$ cat config.mk
export PLATFORM = sky130hd
export DESIGN_NAME = ordered_list_with_cursor_flat
export DESIGN_NICKNAME = d
export VERILOG_FILES = /design/src/design/olc_pkg.sv /design/src/design/olc_if.sv /design/src/design/ordered_list_with_cursor.sv /design/src/design/olc_cell.sv /design/src/flat_wrapper.sv
export SDC_FILE = /design/constraint.sdc
export NUM_CORES = 2
export LEC_CHECK = 0
export BUFFER_PORTS_ARGS = -buffer_cell sky130_fd_sc_hd__buf_2
export CAP_MARGIN = 10
export CORE_UTILIZATION = 65
export DETAILED_ROUTE_END_ITERATION = 6
export MAX_ROUTING_LAYER = met4
export PLACE_DENSITY = 0.82
export SLEW_MARGIN = 30
export SYNTH_ARGS = -nofsm -noshare
export SYNTH_HDL_FRONTEND = slang
export SYNTH_SLANG_ARGS = --single-unit
export TNS_END_PERCENT = 10
$ cat constraint.sdc
create_clock -name clock -period 13.4 [get_ports clock]
set_input_delay 0 -clock clock [delete_from_list [all_inputs] [get_ports clock]]
set_output_delay 0 -clock clock [all_outputs]
set_load 0.05 [all_outputs]
$ cat src/design/olc_pkg.sv
// shared constants, command codes and cell control type for the ordered list
package olc_pkg;

   localparam int DEPTH   = 16;
   localparam int VALUE_W = 32;
   localparam int IDX_W   = (DEPTH > 1) ? $clog2(DEPTH) : 1;
   localparam int CNT_W   = $clog2(DEPTH + 1);

   // request and response field widths
   localparam int CMD_W       = 3;
   localparam int ITEM_W      = 32;
   localparam int ENTRY_CNT_W = 5;

   localparam logic [CMD_W-1:0] CMD_APPEND  = 3'd0;
   localparam logic [CMD_W-1:0] CMD_REMOVE  = 3'd1;
   localparam logic [CMD_W-1:0] CMD_ADVANCE = 3'd2;
   localparam logic [CMD_W-1:0] CMD_RESTART = 3'd3;
   localparam logic [CMD_W-1:0] CMD_CLEAR   = 3'd4;

   typedef struct packed {
      logic               append_en;
      logic               remove_en;
      logic [VALUE_W-1:0] key;
      logic [IDX_W-1:0]   pos;
      logic [CNT_W-1:0]   count;
   } olc_ctl_type;

endpackage

$ cat src/design/olc_if.sv
// request and response channel interfaces of the ordered list
interface olc_req_if;
   import olc_pkg::*;

   logic              valid;
   logic              ready;
   logic [CMD_W-1:0]  cmd;
   logic [ITEM_W-1:0] item_value;

   modport source (output valid, input ready, output cmd, output item_value);
   modport sink   (input valid, output ready, input cmd, input item_value);
endinterface

interface olc_rsp_if;
   import olc_pkg::*;

   logic                   valid;
   logic                   ready;
   logic                   accepted;
   logic [ENTRY_CNT_W-1:0] entry_count;
   logic                   cursor_valid;
   logic [ITEM_W-1:0]      cursor_value;

   modport source (output valid, input ready, output accepted, output entry_count,
                   output cursor_valid, output cursor_value);
   modport sink   (input valid, output ready, input accepted, input entry_count,
                   input cursor_valid, input cursor_value);
endinterface

$ cat src/design/ordered_list_with_cursor.sv
// ordered list with iteration cursor built from a row of compare-and-shift cells
//
//   channel | dir | handshake     | payload
//   req_    | in  | valid / ready | cmd, item_value
//   rsp_    | out | valid / ready | accepted, entry_count, cursor_valid, cursor_value
//
// each request passes IDLE then RESP: the cell row updates at the accept edge, the
// cursor slot is read out of the row into the response register on the next edge
// a new request is taken while the previous response still waits, as long as it is
// taken in the same cycle; otherwise req.ready stays low until rsp is taken
// synchronous reset empties the list and parks the cursor; slot contents are not cleared
module ordered_list_with_cursor (
   input  logic         clock,
   input  logic         reset,
   olc_req_if.sink      req,
   olc_rsp_if.source    rsp
);
   import olc_pkg::*;

   localparam logic ST_IDLE = 1'b0;
   localparam logic ST_RESP = 1'b1;

   logic                   phase_ff, phase_in;
   logic [CNT_W-1:0]       count_ff, count_in;
   logic [IDX_W-1:0]       cur_ff, cur_in;
   logic                   present_ff, present_in;
   logic                   adv_ff, adv_in;
   logic                   acc_ff, acc_in;

   logic                   rsp_valid_ff, rsp_valid_in;
   logic                   rsp_acc_ff;
   logic [ENTRY_CNT_W-1:0] rsp_count_ff;
   logic                   rsp_cv_ff;
   logic [ITEM_W-1:0]      rsp_value_ff;

   logic                   accept;
   olc_ctl_type            ctl;
   logic [VALUE_W-1:0]     cell_value [DEPTH];
   logic [VALUE_W-1:0]     right_value [DEPTH];
   logic [DEPTH-1:0]       cell_match;
   logic [DEPTH-1:0]       hit;
   logic [IDX_W-1:0]       first_pos;
   logic [IDX_W-1:0]       tail_idx;
   logic [IDX_W-1:0]       rm_pos;
   logic                   found;
   logic                   cur_ok;

   assign req.ready = (phase_ff == ST_IDLE) && (!rsp_valid_ff || rsp.ready);
   assign accept    = req.valid && req.ready;

   genvar g;
   generate
      for (g = 0; g < DEPTH; g++) begin : g_cell
         if (g == DEPTH - 1) begin : g_last
            assign right_value[g] = '0;
         end else begin : g_mid
            assign right_value[g] = cell_value[g + 1];
         end
         olc_cell u_cell (
            .clock       (clock),
            .ctl         (ctl),
            .idx         (IDX_W'(g)),
            .right_value (right_value[g]),
            .value       (cell_value[g]),
            .match       (cell_match[g])
         );
      end
   endgenerate

   // matches only count inside the stored part of the row
   always_comb begin
      hit       = '0;
      first_pos = '0;
      for (int i = 0; i < DEPTH; i++) begin
         hit[i] = cell_match[i] && (CNT_W'(i) < count_ff);
      end
      for (int i = DEPTH - 1; i >= 0; i--) begin
         if (hit[i]) begin
            first_pos = IDX_W'(i);
         end
      end
   end

   assign found    = |hit;
   assign tail_idx = IDX_W'(count_ff - CNT_W'(1));
   assign cur_ok   = present_ff && (CNT_W'(cur_ff) < count_ff);

   // cursor slot first, then head, then tail, then the first match in between
   always_comb begin
      if (cur_ok && hit[cur_ff]) begin
         rm_pos = cur_ff;
      end else if (hit[0]) begin
         rm_pos = '0;
      end else if (hit[tail_idx]) begin
         rm_pos = tail_idx;
      end else begin
         rm_pos = first_pos;
      end
   end

   always_comb begin
      phase_in   = phase_ff;
      count_in   = count_ff;
      cur_in     = cur_ff;
      present_in = present_ff;
      adv_in     = adv_ff;
      acc_in     = acc_ff;

      ctl.append_en = 1'b0;
      ctl.remove_en = 1'b0;
      ctl.key       = VALUE_W'(req.item_value);
      ctl.pos       = rm_pos;
      ctl.count     = count_ff;

      if (phase_ff == ST_RESP) begin
         phase_in = ST_IDLE;
      end else if (accept) begin
         phase_in = ST_RESP;
         acc_in   = 1'b0;
         case (req.cmd)
            CMD_APPEND: begin
               if (count_ff < CNT_W'(DEPTH)) begin
                  ctl.append_en = 1'b1;
                  acc_in        = 1'b1;
                  count_in      = count_ff + CNT_W'(1);
                  if (count_ff == '0) begin
                     cur_in     = '0;
                     present_in = 1'b1;
                  end
               end
            end
            CMD_REMOVE: begin
               if (found) begin
                  ctl.remove_en = 1'b1;
                  acc_in        = 1'b1;
                  count_in      = count_ff - CNT_W'(1);
                  if (rm_pos == '0) begin
                     cur_in = '0;
                     if (count_ff == CNT_W'(1)) begin
                        present_in = 1'b0;
                     end else begin
                        present_in = 1'b1;
                        adv_in     = 1'b0;
                     end
                  end else begin
                     cur_in     = rm_pos - IDX_W'(1);
                     present_in = 1'b1;
                  end
               end
            end
            CMD_ADVANCE: begin
               if (present_ff) begin
                  if (adv_ff) begin
                     if ((CNT_W'(cur_ff) + CNT_W'(1)) >= count_ff) begin
                        present_in = 1'b0;
                        cur_in     = '0;
                     end else begin
                        cur_in = cur_ff + IDX_W'(1);
                     end
                  end else begin
                     adv_in = 1'b1;
                  end
               end
            end
            CMD_RESTART: begin
               cur_in     = '0;
               present_in = (count_ff != '0);
               adv_in     = 1'b1;
            end
            CMD_CLEAR: begin
               count_in   = '0;
               cur_in     = '0;
               present_in = 1'b0;
            end
            default: begin
            end
         endcase
      end
   end

   always_comb begin
      rsp_valid_in = rsp_valid_ff;
      if (phase_ff == ST_RESP) begin
         rsp_valid_in = 1'b1;
      end else if (rsp.ready) begin
         rsp_valid_in = 1'b0;
      end
   end

   always_ff @(posedge clock) begin
      if (reset) begin
         phase_ff     <= ST_IDLE;
         count_ff     <= '0;
         cur_ff       <= '0;
         present_ff   <= 1'b0;
         adv_ff       <= 1'b1;
         acc_ff       <= 1'b0;
         rsp_valid_ff <= 1'b0;
      end else begin
         phase_ff     <= phase_in;
         count_ff     <= count_in;
         cur_ff       <= cur_in;
         present_ff   <= present_in;
         adv_ff       <= adv_in;
         acc_ff       <= acc_in;
         rsp_valid_ff <= rsp_valid_in;
      end
   end

   // response payload is read from the row after it has settled
   always_ff @(posedge clock) begin
      if (phase_ff == ST_RESP) begin
         rsp_acc_ff   <= acc_ff;
         rsp_count_ff <= ENTRY_CNT_W'(count_ff);
         rsp_cv_ff    <= cur_ok;
         rsp_value_ff <= cur_ok ? ITEM_W'(cell_value[cur_ff]) : '0;
      end
   end

   assign rsp.valid        = rsp_valid_ff;
   assign rsp.accepted     = rsp_acc_ff;
   assign rsp.entry_count  = rsp_count_ff;
   assign rsp.cursor_valid = rsp_cv_ff;
   assign rsp.cursor_value = rsp_value_ff;

   a_count_range: assert property (@(posedge clock) disable iff (reset)
      count_ff <= CNT_W'(DEPTH))
      else $error("entry count beyond depth");

   a_cursor_in_list: assert property (@(posedge clock) disable iff (reset)
      present_ff |-> (CNT_W'(cur_ff) < count_ff))
      else $error("cursor present past the stored entries");

   a_accept_to_resp: assert property (@(posedge clock) disable iff (reset)
      accept |=> (phase_ff == ST_RESP) && !req.ready)
      else $error("accepted request did not enter the response cycle");

   a_full_append: assert property (@(posedge clock) disable iff (reset)
      (accept && req.cmd == CMD_APPEND && count_ff == CNT_W'(DEPTH))
         |=> $stable(count_ff) && !acc_ff)
      else $error("append to a full list changed the list");

endmodule

$ cat src/design/olc_cell.sv
// list slot: loads the key on append or its right neighbor on remove, compares its value with the key
module olc_cell (
   input  logic                          clock,
   input  olc_pkg::olc_ctl_type          ctl,
   input  logic [olc_pkg::IDX_W-1:0]     idx,
   input  logic [olc_pkg::VALUE_W-1:0]   right_value,
   output logic [olc_pkg::VALUE_W-1:0]   value,
   output logic                          match
);
   import olc_pkg::*;

   logic [VALUE_W-1:0] value_ff, value_in;
   logic               shift_en;
   logic               load_en;

   // close the gap: every slot from the removed one up to the one before the old tail takes its neighbor
   assign shift_en = ctl.remove_en && (idx >= ctl.pos) &&
                     ((CNT_W'(idx) + CNT_W'(1)) < ctl.count);
   assign load_en  = ctl.append_en && (CNT_W'(idx) == ctl.count);

   always_comb begin
      value_in = value_ff;
      if (shift_en) begin
         value_in = right_value;
      end else if (load_en) begin
         value_in = ctl.key;
      end
   end

   always_ff @(posedge clock) begin
      value_ff <= value_in;
   end

   assign value = value_ff;
   assign match = (value_ff == ctl.key);

endmodule

$ cat src/flat_wrapper.sv
// flat-port wrapper written by rule: the top's interface ports become plain ports
module ordered_list_with_cursor_flat import olc_pkg::*;
  (clock, reset, req_valid, req_ready, req_cmd, req_item_value, rsp_valid, rsp_ready, rsp_accepted, rsp_entry_count, rsp_cursor_valid, rsp_cursor_value);
  olc_req_if req_i ();
  olc_rsp_if rsp_i ();
  input  logic clock;
  input  logic reset;
  input wire logic [$bits(req_i.valid)-1:0] req_valid;
  output wire logic [$bits(req_i.ready)-1:0] req_ready;
  input wire logic [$bits(req_i.cmd)-1:0] req_cmd;
  input wire logic [$bits(req_i.item_value)-1:0] req_item_value;
  output wire logic [$bits(rsp_i.valid)-1:0] rsp_valid;
  input wire logic [$bits(rsp_i.ready)-1:0] rsp_ready;
  output wire logic [$bits(rsp_i.accepted)-1:0] rsp_accepted;
  output wire logic [$bits(rsp_i.entry_count)-1:0] rsp_entry_count;
  output wire logic [$bits(rsp_i.cursor_valid)-1:0] rsp_cursor_valid;
  output wire logic [$bits(rsp_i.cursor_value)-1:0] rsp_cursor_value;
  assign req_i.valid = req_valid;
  assign req_ready = req_i.ready;
  assign req_i.cmd = req_cmd;
  assign req_i.item_value = req_item_value;
  assign rsp_valid = rsp_i.valid;
  assign rsp_i.ready = rsp_ready;
  assign rsp_accepted = rsp_i.accepted;
  assign rsp_entry_count = rsp_i.entry_count;
  assign rsp_cursor_valid = rsp_i.cursor_valid;
  assign rsp_cursor_value = rsp_i.cursor_value;
  ordered_list_with_cursor u_core (.clock(clock), .reset(reset), .req(req_i), .rsp(rsp_i));
endmodule
==> reports/metrics.yaml <==
outcome:
  status: "complete, no violations"
min_path:
  whs_path_depth: 4
  hp-start: "req_item_value[23]"
  hp-class: "input pin to flip-flop"
  min_to: "u_core.g_cell[15].u_cell.value[23]"
floorplan:
  start_util: 0.660
  core_area_um2: 55300
  rows: 86
  dieWidth_um: 239
  die_area_um2: 57100
  fp.dieH_um: 239
  ios: 80
setup_path:
  crit_path_max_fanout: 52
  worstSetupEndpointType: "flip-flop"
  critPathLaunchType: "flip-flop"
  ff2ff_setup_slack_ns: 6.79
  critical_path_class: "flip-flop to flip-flop"
  r2r_cells: 12
  cp.required_ns: 13.78
  arrival_ns: 7.00
  r2r_end: "u_core.g_cell[2].u_cell.value[19]"
  r2r_start: "u_core.cur_ff[1]"
  worstSetupStartpoint: "u_core.cur_ff[1]"
synth:
  synth_most_common_cell: "edfxtp_1"
  yosysUniqueCellTypes: 91
  synthCells: 2794
  ys_top_cells_by_count: "edfxtp_1 (519), mux2_2 (411), xnor2_1 (298), xor2_1 (220), mux4_2 (160)"
  synth-warning-count: 0
  synth_seq_cells: 565
  synth_area_um2: 36500
  synth_area_leaders: "edfxtp_1 (43%), mux2_2 (13%), mux4_2 (9.9%)"
  synth-main-ff-cell: "edfxtp_1"
  synth_top_area_cell: "edfxtp_1"
  synth_nets: 2848
  async_flop_share: 0
  synth_edf_count: 519
  syn_avg_cell_area_um2: 13.1
  ys_seq_area_frac: 0.452
  synth_top_area_share: 0.427
power:
  switching_power_mw: 1.12
  peakVddDrop_uv: 144
  seqPwrFrac: 0.461
  power_frac_clock: 0.401
  power_density_nw_per_um2: 107
  power.internal_mw: 3.10
  pwr-share-comb: 0.138
  p_total_mw: 4.22
  leakage_nw: 12.8
  p_sw_frac: 0.264
placement:
  place_hpwl_um: 94800
  placed_area_um2: 37400
  numPortBuffers: 79
  dp_slack_ns: 6.78
  gp_congestion: 1.11
clock_tree:
  clock_sinks: 565
  holdBufCountCts: 16
  numCtsBuffers: 60
  cts_resized: 0
  post-cts-setup-buffer-count: 0
  htree_num_levels: 2
  root_buffer: "clkbuf_16"
  path_clk_slew_ns: 0.06
  cts_tree: "done"
  cts_buffer_depth: 3
  clk_latency_ns: 0.66
sta:
  finalHoldViolCount: 0
  worst_pin_slew_ns: 1.07
  slew_viol_final: 0
  max_freq_mhz: 151
  holdWs_ns: 0.0231
  worst_slew_margin_rel: 0.287
  setup_viol: 0
  rsz0062_at_grt: "no"
  period_minus_slack_ns: 6.61
  min_period_over_period: 0.494
  skew_ns: 0.0277
  setup_tns_ns: 0
  setup_ws_ns: 6.79
final_layout:
  syn_to_final_growth_pct: 8.53
  drive_above_1_share: 0.314
  fin_nets: 2829
  final_cell_area_um2: 39600
routing:
  drc: 0
  dr.first_iter.drc_count: 3932
  firstDrtPassIters: 6
  post_drt_via_cell_ratio: 7.42
  wire_per_inst_um: 36.2
  ant_nets: 0
  drt-total-wl_um: 130000
  vias: 26600
global_route:
  grt_overflow: 0
  grt_pass1_wl_um: 183000
  grt_max_degree: 94
  grt_pass1_vias: 25200
  track_usage: 0.469
  antenna_found_initial: 12
job:
  cap_violations: 0
layer usage:
layer / GRT usage / vias to the layer above / part of all wire / wire, um
met5: - / - / 0 / 0
met4: 0.323 / 0 / 0.084 / 10900
met3: 0.0939 / 451 / 0.12 / 15100
met2: 0.681 / 2197 / 0.44 / 57600
met1: 0.593 / 13200 / 0.36 / 46000
li1: - / 10700 / - / -
worst max-delay path, cell delays in order (launching register included):
cell	delay, ns
dfxtp_4	0.82
buf_4	0.83
buf_4	0.80
nand3_1	0.28
nand4b_1	0.26
nand4_1	0.14
a2111o_1	0.19
a21oi_1	0.18
a32oi_1	0.81
nand2_1	0.39
nor2_1	0.48
nand3_4	0.56
mux2_2	0.48
power by group through the flow:
stage                     logic, mW  registers [mW]  clock network [mW]
after floorplan               0.366            1.99                   0
after global routing          0.595            1.95                1.75
after global placement        0.542            1.99                   0
after CTS                     0.558            1.95                1.69
after detailed placement      0.550            1.99                   0
final                         0.582            1.95                1.69
how the worst max path moves through the flow:
stage,depth (start not counted),endpoint
2_1_floorplan,5,u_core.g_cell[5].u_cell.value[0]
3_3_place_gp,12,u_core.g_cell[1].u_cell.value[0]
3_5_place_dp,12,u_core.g_cell[2].u_cell.value[31]
4_1_cts,12,u_core.g_cell[1].u_cell.value[3]
5_1_grt,12,u_core.g_cell[2].u_cell.value[23]
6_report,12,u_core.g_cell[2].u_cell.value[19]
flip-flops by register name, indices dropped and copies added, names as in the netlist:
register,count
u_core.rsp.cursor_valid,1
u_core.phase_ff,1
u_core.rsp.entry_count,5
u_core.rsp.valid,1
u_core.adv_ff,1
u_core.count_ff,5
u_core.g_cell.u_cell.value,512
u_core.cur_ff,4
u_core.acc_ff,1
u_core.rsp.accepted,1
u_core.present_ff,1
u_core.rsp.cursor_value,32
stage by stage:
stage | std cells | util
final | 3581 | 0.717
after global routing | 3579 | 0.716
after CTS | 3569 | 0.715
after detailed placement | 3442 | 0.676
after global placement | 3439 | 0.674
after floorplan | 2794 | -
cell families after synthesis:
group	count (synthesis)	synth area share
AOI/OAI and AO/OA	157	0.0315
DFF	565	0.452
xor gates and xnor gates	519	0.125
buffers and inverters	264	0.0353
and+or+nand+nor	599	0.0921
adders and majority gates	15	0.00514
muxes	675	0.259
layout by cell type (no fill, tap or decap), types with 15 or more instances in the layout:
master	n
mux2_2	411
a21oi_1	26
clkbuf_1	19
buf_4	58
dlygate4sd3_1	16
nand4_1	125
xnor2_1	298
mux2_4	30
ha_1	15
mux2_1	37
nand3_1	34
nand2_1	73
clkbuf_16	60
edfxtp_1	519
nor2_1	106
dfxtp_1	42
buf_2	79
mux2i_1	37
and2_1	37
o21ai_0	22
nor3_1	35
inv_1	22
nor4_1	94
xor2_1	220
mux4_2	160
area by class of cell:
type | count | area, um^2
diodes | 9 | 22.5
clock buffers | 84 | 1640
clock inverters | 27 | 317
fillers | 3625 | 15700
inverters | 23 | 86.3
multi-input cells | 1965 | 19000
flip-flops and latches | 565 | 16500
well taps | 748 | 936
repair buffers | 160 | 1140
Power figures use the tool's default switching activity.
